$ cat src/hdl/pixel_color_adjust_unit_macros.svh
// Assertion macros used by the pixel color adjust top level.
`ifndef PIXEL_COLOR_ADJUST_UNIT_MACROS_SVH
`define PIXEL_COLOR_ADJUST_UNIT_MACROS_SVH

`ifndef SYNTH
// Antecedent in one cycle implies the consequent in the next cycle.
`define PCA_ASSERT_NEXT(lbl, ante, cons) \
    lbl: assert property (@(posedge clk) disable iff (!rst_n) (ante) |=> (cons)) \
        else $error("pixel color adjust: next-cycle check failed");
// Antecedent implies the consequent in the same cycle.
`define PCA_ASSERT_NOW(lbl, ante, cons) \
    lbl: assert property (@(posedge clk) disable iff (!rst_n) (ante) |-> (cons)) \
        else $error("pixel color adjust: same-cycle check failed");
`else
`define PCA_ASSERT_NEXT(lbl, ante, cons)
`define PCA_ASSERT_NOW(lbl, ante, cons)
`endif

`endif

$ cat src/hdl/pca_pkg.sv
// Package with constants, types and register codes of the pixel color adjust unit.
`default_nettype none

package pca_pkg;

    localparam int FRAC_BITS = 12;
    localparam int ONE       = 1 << FRAC_BITS;
    localparam int HALF      = ONE / 2;
    localparam int TENTH     = (ONE + 5) / 10;
    localparam int TWENTIETH = (ONE * 5 + 50) / 100;

    localparam int PIX_W      = 13;
    localparam int ADJ_W      = 14;
    localparam int SLV_W      = 10;
    localparam int CFG_IDX_W  = 3;
    localparam int CFG_DATA_W = 13;

    localparam logic [PIX_W-1:0]        ONE_PIX   = PIX_W'(ONE);
    localparam logic signed [SLV_W-1:0] SLV_MIN   = SLV_W'(-TENTH);
    localparam logic signed [SLV_W-1:0] SLV_MAX   = SLV_W'(TENTH);
    localparam logic [PIX_W-1:0]        WHITE_MIN = PIX_W'(ONE - TENTH);
    localparam logic [PIX_W-1:0]        WHITE_MAX = PIX_W'(ONE + TENTH);
    localparam logic [PIX_W-1:0]        GAIN_MIN  = PIX_W'(ONE - TWENTIETH);
    localparam logic [PIX_W-1:0]        GAIN_MAX  = PIX_W'(ONE + TWENTIETH);

    typedef enum logic [CFG_IDX_W-1:0] {
        REG_BLACK     = 3'd0,
        REG_WHITE     = 3'd1,
        REG_RED_GAIN  = 3'd2,
        REG_BLUE_GAIN = 3'd3,
        REG_SAT       = 3'd4
    } pca_reg_t;

    // Current settings; span is white level minus black level.
    typedef struct packed {
        logic [SLV_W-1:0] black;
        logic [PIX_W-1:0] span;
        logic [PIX_W-1:0] red_gain;
        logic [PIX_W-1:0] blue_gain;
        logic [SLV_W-1:0] sat;
    } pca_cfg_t;

    // Load enables of the four internal pipeline stages.
    typedef struct packed {
        logic s1;
        logic s2;
        logic s3;
        logic s4;
    } pca_load_t;

    typedef logic [2:0][PIX_W-1:0] pca_rgb_t;
    typedef logic [2:0][ADJ_W-1:0] pca_adj_t;

endpackage

`default_nettype wire

$ cat src/hdl/pca_cfg_if.sv
// Configuration write channel interface.
`default_nettype none

interface pca_cfg_if;
    import pca_pkg::*;

    logic                  valid;
    logic                  ready;
    logic [CFG_IDX_W-1:0]  index;
    logic [CFG_DATA_W-1:0] data;

    modport source (output valid, output index, output data, input ready);
    modport sink (input valid, input index, input data, output ready);
endinterface

`default_nettype wire

$ cat src/hdl/pca_pix_in_if.sv
// Input pixel channel interface.
`default_nettype none

interface pca_pix_in_if;
    import pca_pkg::*;

    logic             valid;
    logic             ready;
    logic [PIX_W-1:0] red_in;
    logic [PIX_W-1:0] green_in;
    logic [PIX_W-1:0] blue_in;

    modport source (output valid, output red_in, output green_in, output blue_in, input ready);
    modport sink (input valid, input red_in, input green_in, input blue_in, output ready);
endinterface

`default_nettype wire

$ cat src/hdl/pca_pix_out_if.sv
// Adjusted pixel channel interface.
`default_nettype none

interface pca_pix_out_if;
    import pca_pkg::*;

    logic             valid;
    logic             ready;
    logic [PIX_W-1:0] red_out;
    logic [PIX_W-1:0] green_out;
    logic [PIX_W-1:0] blue_out;

    modport source (output valid, output red_out, output green_out, output blue_out,
                    input ready);
    modport sink (input valid, input red_out, input green_out, input blue_out,
                  output ready);
endinterface

`default_nettype wire

$ cat src/hdl/pca_cfg.sv
// Configuration registers with range saturation on write.
`default_nettype none

module pca_cfg (
    input  wire logic     clk,
    input  wire logic     rst_n,
    pca_cfg_if.sink       cfg,
    output pca_pkg::pca_cfg_t settings
);
    import pca_pkg::*;

    logic signed [SLV_W-1:0] black_reg, black_next;
    logic [PIX_W-1:0]        white_reg, white_next;
    logic [PIX_W-1:0]        red_gain_reg, red_gain_next;
    logic [PIX_W-1:0]        blue_gain_reg, blue_gain_next;
    logic signed [SLV_W-1:0] sat_reg, sat_next;

    logic signed [SLV_W-1:0] raw_s;
    logic [PIX_W-1:0]        raw_u;
    logic signed [SLV_W-1:0] slv_sat;
    logic [PIX_W-1:0]        white_sat;
    logic [PIX_W-1:0]        gain_sat;
    logic signed [PIX_W+1:0] span_s;

    assign cfg.ready = 1'b1;

    assign raw_s = $signed(cfg.data[SLV_W-1:0]);
    assign raw_u = cfg.data[PIX_W-1:0];

    assign slv_sat   = (raw_s < SLV_MIN) ? SLV_MIN : ((raw_s > SLV_MAX) ? SLV_MAX : raw_s);
    assign white_sat = (raw_u < WHITE_MIN) ? WHITE_MIN
                     : ((raw_u > WHITE_MAX) ? WHITE_MAX : raw_u);
    assign gain_sat  = (raw_u < GAIN_MIN) ? GAIN_MIN
                     : ((raw_u > GAIN_MAX) ? GAIN_MAX : raw_u);

    always_comb
    begin
        black_next     = black_reg;
        white_next     = white_reg;
        red_gain_next  = red_gain_reg;
        blue_gain_next = blue_gain_reg;
        sat_next       = sat_reg;
        if (cfg.valid)
        begin
            unique case (cfg.index)
                REG_BLACK:     black_next     = slv_sat;
                REG_WHITE:     white_next     = white_sat;
                REG_RED_GAIN:  red_gain_next  = gain_sat;
                REG_BLUE_GAIN: blue_gain_next = gain_sat;
                REG_SAT:       sat_next       = slv_sat;
                default:       ;
            endcase
        end
    end

    always_ff @(posedge clk or negedge rst_n)
    begin
        if (!rst_n)
        begin
            black_reg     <= '0;
            white_reg     <= ONE_PIX;
            red_gain_reg  <= ONE_PIX;
            blue_gain_reg <= ONE_PIX;
            sat_reg       <= '0;
        end
        else
        begin
            black_reg     <= black_next;
            white_reg     <= white_next;
            red_gain_reg  <= red_gain_next;
            blue_gain_reg <= blue_gain_next;
            sat_reg       <= sat_next;
        end
    end

    // The span stays within the positive 13-bit range for all legal settings.
    assign span_s = $signed({2'b00, white_reg}) - (PIX_W+2)'(black_reg);

    assign settings.black     = black_reg;
    assign settings.span      = span_s[PIX_W-1:0];
    assign settings.red_gain  = red_gain_reg;
    assign settings.blue_gain = blue_gain_reg;
    assign settings.sat       = sat_reg;

endmodule

`default_nettype wire

$ cat src/hdl/pca_sat.sv
// Saturation front end: min/max search, spread product, clamped channel adjustment.
`default_nettype none

module pca_sat (
    input  wire logic              clk,
    input  wire pca_pkg::pca_load_t ld,
    input  wire pca_pkg::pca_rgb_t  rgb,
    input  wire logic [pca_pkg::SLV_W-1:0] sat,
    output pca_pkg::pca_adj_t      adj
);
    import pca_pkg::*;

    localparam int PROD_W = PIX_W + 1 + SLV_W;
    localparam int WORK_W = 16;

    logic [1:0]              mn;
    logic [1:0]              mx;
    logic [PIX_W-1:0]        spread;
    logic signed [PROD_W-1:0] prod_next;

    pca_rgb_t                 c_reg;
    logic [1:0]               mn_reg;
    logic [1:0]               mx_reg;
    logic signed [PROD_W-1:0] prod_reg;

    logic signed [PROD_W:0]   prod_rnd;
    logic signed [WORK_W-1:0] d0;
    logic signed [WORK_W-1:0] d1;
    logic signed [WORK_W-1:0] d2;
    logic signed [WORK_W-1:0] cmx;
    logic signed [WORK_W-1:0] cmn;
    pca_adj_t                 adj_next;
    pca_adj_t                 adj_reg;

    // Ties go to the lower channel index.
    always_comb
    begin
        mn = 2'd0;
        mx = 2'd0;
        if (rgb[1] < rgb[mn])
            mn = 2'd1;
        if (rgb[2] < rgb[mn])
            mn = 2'd2;
        if (rgb[1] > rgb[mx])
            mx = 2'd1;
        if (rgb[2] > rgb[mx])
            mx = 2'd2;
    end

    assign spread    = rgb[mx] - rgb[mn];
    assign prod_next = $signed({1'b0, spread}) * $signed(sat);

    always_ff @(posedge clk)
    begin
        if (ld.s1)
        begin
            c_reg    <= rgb;
            mn_reg   <= mn;
            mx_reg   <= mx;
            prod_reg <= prod_next;
        end
    end

    assign prod_rnd = (PROD_W+1)'(prod_reg) + (PROD_W+1)'(HALF);
    assign d0       = WORK_W'(prod_rnd >>> FRAC_BITS);
    assign cmx      = $signed({{(WORK_W-PIX_W){1'b0}}, c_reg[mx_reg]});
    assign cmn      = $signed({{(WORK_W-PIX_W){1'b0}}, c_reg[mn_reg]});

    // Keep the largest channel at or below one, then the smallest at or above zero.
    assign d1 = (cmx + d0 > WORK_W'(ONE)) ? WORK_W'(ONE) - cmx : d0;
    assign d2 = (cmn - d1 < 0) ? cmn : d1;

    always_comb
    begin
        logic signed [WORK_W-1:0] a;
        for (int i = 0; i < 3; i++)
        begin
            a = $signed({{(WORK_W-PIX_W){1'b0}}, c_reg[i]});
            if (mx_reg == 2'(i))
                a = a + d2;
            if (mn_reg == 2'(i))
                a = a - d2;
            adj_next[i] = a[ADJ_W-1:0];
        end
    end

    always_ff @(posedge clk)
    begin
        if (ld.s2)
            adj_reg <= adj_next;
    end

    assign adj = adj_reg;

endmodule

`default_nettype wire

$ cat src/hdl/pca_lane.sv
// One channel lane: levels map, gain product, rounding and final clamp.
`default_nettype none

module pca_lane (
    input  wire logic                       clk,
    input  wire pca_pkg::pca_load_t         ld,
    input  wire logic [pca_pkg::ADJ_W-1:0]  chan,
    input  wire logic [pca_pkg::PIX_W-1:0]  span,
    input  wire logic [pca_pkg::SLV_W-1:0]  black,
    input  wire logic [pca_pkg::PIX_W-1:0]  gain,
    output logic [pca_pkg::PIX_W-1:0]       res
);
    import pca_pkg::*;

    localparam int P1_W  = PIX_W + ADJ_W;
    localparam int Q_W   = P1_W - FRAC_BITS;
    localparam int LVL_W = Q_W + 2;
    localparam int P2_W  = LVL_W + PIX_W + 1;

    logic [P1_W-1:0]         p1_next;
    logic [P1_W-1:0]         p1_reg;
    logic [P1_W-1:0]         p1_rnd;
    logic [Q_W-1:0]          q;
    logic signed [LVL_W-1:0] lvl;
    logic signed [P2_W-1:0]  p2_next;
    logic signed [P2_W-1:0]  p2_reg;
    logic signed [P2_W-1:0]  p2_rnd;
    logic signed [P2_W-1:0]  r;

    assign p1_next = {{ADJ_W{1'b0}}, span} * {{PIX_W{1'b0}}, chan};

    always_ff @(posedge clk)
    begin
        if (ld.s3)
            p1_reg <= p1_next;
    end

    assign p1_rnd = p1_reg + P1_W'(HALF);
    assign q      = Q_W'(p1_rnd >> FRAC_BITS);
    assign lvl    = $signed({2'b00, q}) + LVL_W'($signed(black));

    assign p2_next = lvl * $signed({1'b0, gain});

    always_ff @(posedge clk)
    begin
        if (ld.s4)
            p2_reg <= p2_next;
    end

    assign p2_rnd = p2_reg + P2_W'(HALF);
    assign r      = p2_rnd >>> FRAC_BITS;
    assign res    = (r < 0) ? '0 : ((r > ONE) ? ONE_PIX : r[PIX_W-1:0]);

endmodule

`default_nettype wire

$ cat src/hdl/pca_merge.sv
// Output stage that joins the three lane results into one pixel transaction.
`default_nettype none

module pca_merge (
    input  wire logic              clk,
    input  wire logic              rst_n,
    input  wire logic              in_valid,
    input  wire pca_pkg::pca_rgb_t res,
    output logic                   ready,
    pca_pix_out_if.source          adjusted
);
    import pca_pkg::*;

    logic     valid_reg, valid_next;
    pca_rgb_t data_reg;

    assign ready      = !valid_reg || adjusted.ready;
    assign valid_next = ready ? in_valid : valid_reg;

    always_ff @(posedge clk or negedge rst_n)
    begin
        if (!rst_n)
            valid_reg <= 1'b0;
        else
            valid_reg <= valid_next;
    end

    always_ff @(posedge clk)
    begin
        if (ready)
            data_reg <= res;
    end

    assign adjusted.valid     = valid_reg;
    assign adjusted.red_out   = data_reg[0];
    assign adjusted.green_out = data_reg[1];
    assign adjusted.blue_out  = data_reg[2];

endmodule

`default_nettype wire

$ cat src/hdl/pixel_color_adjust_unit.sv
// A pixel passes the internal pipeline stages, then the merge register, to the output.
// Throughput: one pixel per clock unless output stalls; one multiplier per lane stage.
// Each stage holds its data only while the next one is full, so bubbles close up
// and new pixels are taken while a finished result waits at the output.
// Reset clears all pipeline valid bits and returns every setting to its default.
`default_nettype none

`include "pixel_color_adjust_unit_macros.svh"

module pixel_color_adjust_unit (
    input  wire logic clk,
    input  wire logic rst_n,
    pca_cfg_if.sink   cfg,
    pca_pix_in_if.sink pixel,
    pca_pix_out_if.source adjusted
);
    import pca_pkg::*;

    pca_cfg_t  settings;
    pca_load_t ld;
    logic      merge_ready;
    logic [3:0] stage_valid_reg, stage_valid_next;
    pca_rgb_t  rgb_in;
    pca_adj_t  adj;
    pca_rgb_t  res;

    assign ld.s4 = !stage_valid_reg[3] || merge_ready;
    assign ld.s3 = !stage_valid_reg[2] || ld.s4;
    assign ld.s2 = !stage_valid_reg[1] || ld.s3;
    assign ld.s1 = !stage_valid_reg[0] || ld.s2;

    assign pixel.ready = ld.s1;

    always_comb
    begin
        stage_valid_next = stage_valid_reg;
        if (ld.s1)
            stage_valid_next[0] = pixel.valid;
        if (ld.s2)
            stage_valid_next[1] = stage_valid_reg[0];
        if (ld.s3)
            stage_valid_next[2] = stage_valid_reg[1];
        if (ld.s4)
            stage_valid_next[3] = stage_valid_reg[2];
    end

    always_ff @(posedge clk or negedge rst_n)
    begin
        if (!rst_n)
            stage_valid_reg <= '0;
        else
            stage_valid_reg <= stage_valid_next;
    end

    assign rgb_in = {pixel.blue_in, pixel.green_in, pixel.red_in};

    pca_cfg u_cfg (
        .clk      (clk),
        .rst_n    (rst_n),
        .cfg      (cfg),
        .settings (settings)
    );

    pca_sat u_sat (
        .clk (clk),
        .ld  (ld),
        .rgb (rgb_in),
        .sat (settings.sat),
        .adj (adj)
    );

    pca_lane u_lane_red (
        .clk   (clk),
        .ld    (ld),
        .chan  (adj[0]),
        .span  (settings.span),
        .black (settings.black),
        .gain  (settings.red_gain),
        .res   (res[0])
    );

    // Green has unity gain, which the rounding step passes through exactly.
    pca_lane u_lane_green (
        .clk   (clk),
        .ld    (ld),
        .chan  (adj[1]),
        .span  (settings.span),
        .black (settings.black),
        .gain  (ONE_PIX),
        .res   (res[1])
    );

    pca_lane u_lane_blue (
        .clk   (clk),
        .ld    (ld),
        .chan  (adj[2]),
        .span  (settings.span),
        .black (settings.black),
        .gain  (settings.blue_gain),
        .res   (res[2])
    );

    pca_merge u_merge (
        .clk      (clk),
        .rst_n    (rst_n),
        .in_valid (stage_valid_reg[3]),
        .res      (res),
        .ready    (merge_ready),
        .adjusted (adjusted)
    );

    `PCA_ASSERT_NEXT(a_first_stage_holds, stage_valid_reg[0] && !ld.s2, stage_valid_reg[0])
    `PCA_ASSERT_NOW(a_accept_when_empty, !stage_valid_reg[0], pixel.ready)
    `PCA_ASSERT_NEXT(a_output_drains, adjusted.valid && adjusted.ready && !stage_valid_reg[3], !adjusted.valid)
    `PCA_ASSERT_NOW(a_green_in_range, adjusted.valid, adjusted.green_out <= ONE_PIX)

endmodule

`default_nettype wire
$ cat src/flat_wrapper.sv
// flat-port wrapper written by rule: the top's interface ports become plain ports
module pixel_color_adjust_unit_flat import pca_pkg::*;
  (clk, rst_n, cfg_valid, cfg_index, cfg_data, cfg_ready, pixel_valid, pixel_red_in, pixel_green_in, pixel_blue_in, pixel_ready, adjusted_valid, adjusted_red_out, adjusted_green_out, adjusted_blue_out, adjusted_ready);
  pca_cfg_if cfg_i ();
  pca_pix_in_if pixel_i ();
  pca_pix_out_if adjusted_i ();
  input  wire logic clk;
  input  wire logic rst_n;
  input wire logic [$bits(cfg_i.valid)-1:0] cfg_valid;
  input wire logic [$bits(cfg_i.index)-1:0] cfg_index;
  input wire logic [$bits(cfg_i.data)-1:0] cfg_data;
  output wire logic [$bits(cfg_i.ready)-1:0] cfg_ready;
  input wire logic [$bits(pixel_i.valid)-1:0] pixel_valid;
  input wire logic [$bits(pixel_i.red_in)-1:0] pixel_red_in;
  input wire logic [$bits(pixel_i.green_in)-1:0] pixel_green_in;
  input wire logic [$bits(pixel_i.blue_in)-1:0] pixel_blue_in;
  output wire logic [$bits(pixel_i.ready)-1:0] pixel_ready;
  output wire logic [$bits(adjusted_i.valid)-1:0] adjusted_valid;
  output wire logic [$bits(adjusted_i.red_out)-1:0] adjusted_red_out;
  output wire logic [$bits(adjusted_i.green_out)-1:0] adjusted_green_out;
  output wire logic [$bits(adjusted_i.blue_out)-1:0] adjusted_blue_out;
  input wire logic [$bits(adjusted_i.ready)-1:0] adjusted_ready;
  assign cfg_i.valid = cfg_valid;
  assign cfg_i.index = cfg_index;
  assign cfg_i.data = cfg_data;
  assign cfg_ready = cfg_i.ready;
  assign pixel_i.valid = pixel_valid;
  assign pixel_i.red_in = pixel_red_in;
  assign pixel_i.green_in = pixel_green_in;
  assign pixel_i.blue_in = pixel_blue_in;
  assign pixel_ready = pixel_i.ready;
  assign adjusted_valid = adjusted_i.valid;
  assign adjusted_red_out = adjusted_i.red_out;
  assign adjusted_green_out = adjusted_i.green_out;
  assign adjusted_blue_out = adjusted_i.blue_out;
  assign adjusted_i.ready = adjusted_ready;
  pixel_color_adjust_unit u_core (.clk(clk), .rst_n(rst_n), .cfg(cfg_i), .pixel(pixel_i), .adjusted(adjusted_i));
endmodule
$ cat config.mk
export PLATFORM = sky130hd
export DESIGN_NAME = pixel_color_adjust_unit_flat
export DESIGN_NICKNAME = d
export VERILOG_FILES = /design/src/hdl/pca_pkg.sv /design/src/hdl/pca_cfg_if.sv /design/src/hdl/pca_pix_in_if.sv /design/src/hdl/pca_pix_out_if.sv /design/src/hdl/pca_cfg.sv /design/src/hdl/pca_sat.sv /design/src/hdl/pca_lane.sv /design/src/hdl/pca_merge.sv /design/src/hdl/pixel_color_adjust_unit.sv /design/src/flat_wrapper.sv
export VERILOG_INCLUDE_DIRS = /design/src /design/src/hdl
export SDC_FILE = /design/constraint.sdc
export NUM_CORES = 2
export LEC_CHECK = 0
export BUFFER_PORTS_ARGS = -buffer_cell sky130_fd_sc_hd__buf_2
export CORE_MARGIN = 2
export CORE_UTILIZATION = 60
export DETAILED_ROUTE_END_ITERATION = 7
export PLACE_DENSITY = 0.77
export REMOVE_ABC_BUFFERS = 1
export SYNTH_ARGS = -nofsm -noshare
export SYNTH_HDL_FRONTEND = slang
export SYNTH_SLANG_ARGS = --single-unit
$ cat constraint.sdc
create_clock -name clk -period 10.8 [get_ports clk]
set_input_delay 1.62 -clock clk [delete_from_list [all_inputs] [get_ports clk]]
set_output_delay 1.62 -clock clk [all_outputs]
set_load 0.02 [all_outputs]
==> out/metrics.yaml <==
synth_commonest_cells: "1083 x inv_1, 970 x nand2_1, 915 x fa_1"
synthTopCellsByArea: "fa_1 30%, ha_1 13%, edfxtp_1 12%, inv_1 6.7%, nand2_1 6.0%"
cp.arrival_ns: 11.52
yosysMostFrequentCell: "inv_1"
synthFlopType: "edfxtp_1"
fmaxAchievable_mhz: 89.6
tightest_slew_ns: 1.35
wire_per_inst_um: 18.3
dieArea_um2: 103000
critPathBufInv: 12
drtAntennaViolNets: 0
syn2layout_area_growth_pct: 8.64
io_pins: 102
cts_tree: "built"
die_w_um: 321
async_flop_share_pct: 20.9
cpPeakStageDelay_ns: 0.57
post_layout_nonfiller_instances: 8137
ys_types: 93
core_area_um2: 99900
cts_max_path_buffers: 3
finalHoldViolations: 0
postCtsHoldBufs: 0
insertion_delay_ns: 0.62
fin_crit_sh_pct: 103
dr.pass1.iters: 6
path_clk_slew_ns: 0.06
grt_overflow: 0
route.detailed.drc: 0
clock_sinks: 306
end_kind: "flop"
grt_setup_unrepaired: "yes"
start_util_pct: 60.3
max_cap_violations: 0
relSlewSlack_pct: 9.02
slowest_stage: "fa_1"
nNetsFinal: 8422
crit_family: "compound AO/OA/AOI/OAI gates"
critPathLaunchType: "input port"
cp_max_fo: 5
viasPerCell: 5.80
min_period_ns: 11.16
ys_ff_latch: 306
tns_ns: -1.69
fill_cells: 7937
avgSynthCellArea_um2: 9.03
place_inst: 8029
cts_buffers: 39
skew_ns: 0.0206
track_usage_pct: 29.4
yosysTopAreaCellShare_pct: 30.4
drv_slew: 0
largest_reg_flops: 42
yosys_warnings: 0
post-route-util_pct: 65.5
grt_pass1_vias: 48780
finalSetupViolations: 8
place_worst_setup_slack_ns: -1.49
grt_start_max_net_pins: 65
netlist_area_um2: 60200
hold_class: "flop to flop"
grt_pass1_wl_um: 245000
cp.required_ns: 11.16
die_y_um: 321
vias: 47211
crit_type: "input port to flop"
clockRootBuffer: "clkbuf_16"
ys_seq_area_share_pct: 14.7
dr.first_iter.drc_count: 3328
failed_checks: "negative setup slack"
antenna_found_initial: 6
status: "finished, violations left"
dpl.hpwl_um: 119000
drive_gt1_share_pct: 9.48
synth_edf_count: 242
yosys.area.top_type: "fa_1"
routabilityCongestion: 0.990
netlist_instances: 6671
fin_ws_ns: -0.363
num_rows: 116
drt-total-wl_um: 149000
port_buffers: 100
h-tree-depth: 2
[worst register-to-register path, delay by kind of cell (launching register included)]
| family | cells | cell delay [ns] |
|---|---|---|
| AOI/OAI and AO/OA | 19 | 4.47 |
| adders and majority gates | 7 | 2.25 |
| and+or+nand+nor | 12 | 1.31 |
| buffers and inverters | 4 | 0.72 |
| DFF | 1 | 0.48 |
| muxes | 2 | 0.47 |
| xor gates and xnor gates | 2 | 0.27 |
[cell usage in the layout, fill, tap and decap left out, types with 26 or more instances in the layout]
cell type / instances
inv_1: 1069
nand2_1: 964
fa_1: 911
ha_1: 629
and2_1: 431
buf_4: 259
nor2_1: 247
edfxtp_1: 242
o21ai_0: 205
xnor2_1: 183
a21oi_1: 170
xor2_1: 113
nand3_1: 109
buf_2: 98
nor2b_1: 97
mux2i_1: 79
nor3_1: 74
a21o_1: 64
dfrtp_1: 61
nand2b_1: 56
o21a_1: 47
mux2_2: 46
and3_1: 45
nand4_1: 43
clkbuf_16: 41
or3_1: 26
[timing repair]
action                     in CTS  in global routing
cloned                          1                  1
resized for setup              82                 70
setup buffers                  16                 15
setup endpoints to repair      10                 14
pin swaps                      29                 32
[routing by layer]
| metal | part of all wire, % | GRT usage [%] | up-vias |
|---|---|---|---|
| met3 | 6.5 | 3.16 | 363 |
| met1 | 40 | 38.0 | 23449 |
| met2 | 49 | 50.7 | 1724 |
| met5 | 0.0087 | 0 | - |
| met4 | 4.2 | 11.9 | 2 |
| li1 | - | - | 21673 |
[cell families after synthesis]
group / share of synthesized area [%]
buffers and inverters: 8.60
AND/OR/NAND/NOR: 17.4
adder cells (fa/ha/maj): 43.8
XOR/XNOR: 4.45
multiplexers: 2.26
other: 0.00622
AO/OA/AOI/OAI: 8.79
flip-flops: 14.7
[cell type report]
class                   instances  area [um^2]  share of cell area (%)
multi-input cells            4998        46900                    71.6
flip-flops and latches        306         8870                    13.6
inverters                    1088         4090                    6.24
repair buffers                371         2640                    4.03
well taps                    1298         1620                    2.48
clock buffers                  46         1040                    1.59
clock inverters                26          320                   0.489
diodes                          4         10.0                  0.0153
[metrics by stage]
| step | hold slack, ns | area [um^2] |
|---|---|---|
| floorplan | 0.435 | 59200 |
| global placement | 0.444 | 63200 |
| detailed placement | 0.457 | 63200 |
| CTS | 0.471 | 65000 |
| global route | 0.495 | 65500 |
| finish | 0.472 | 65500 |
[worst paths after layout]
path	from	to	slack [ns]	depth (start not counted)
worst min register to register	u_core.stage_valid_reg[1]$_DFFE_PN0P_	u_core.stage_valid_reg[2]$_DFFE_PN0P_	0.47	1
max in group asynchronous	rst_n	u_core.u_cfg.sat_reg[1]$_DFFE_PN0P_	9.02	2
worst max register to register	u_core.u_sat.mx_reg[1]$_DFFE_PP_	u_core.u_sat.adj[13]$_DFFE_PP_	0.60	46
worst min-delay path	u_core.stage_valid_reg[1]$_DFFE_PN0P_	u_core.stage_valid_reg[2]$_DFFE_PN0P_	0.47	1
worst max-delay path	pixel_red_in[1]	u_core.u_sat.prod_reg[23]$_DFFE_PP_	-0.36	50
min in group asynchronous	rst_n	u_core.u_cfg.black_reg[2]$_DFFE_PN0P_	1.18	2
Power is not shown: default switching activity piles up to over one toggle a cycle in this logic, so the estimate is an artifact.
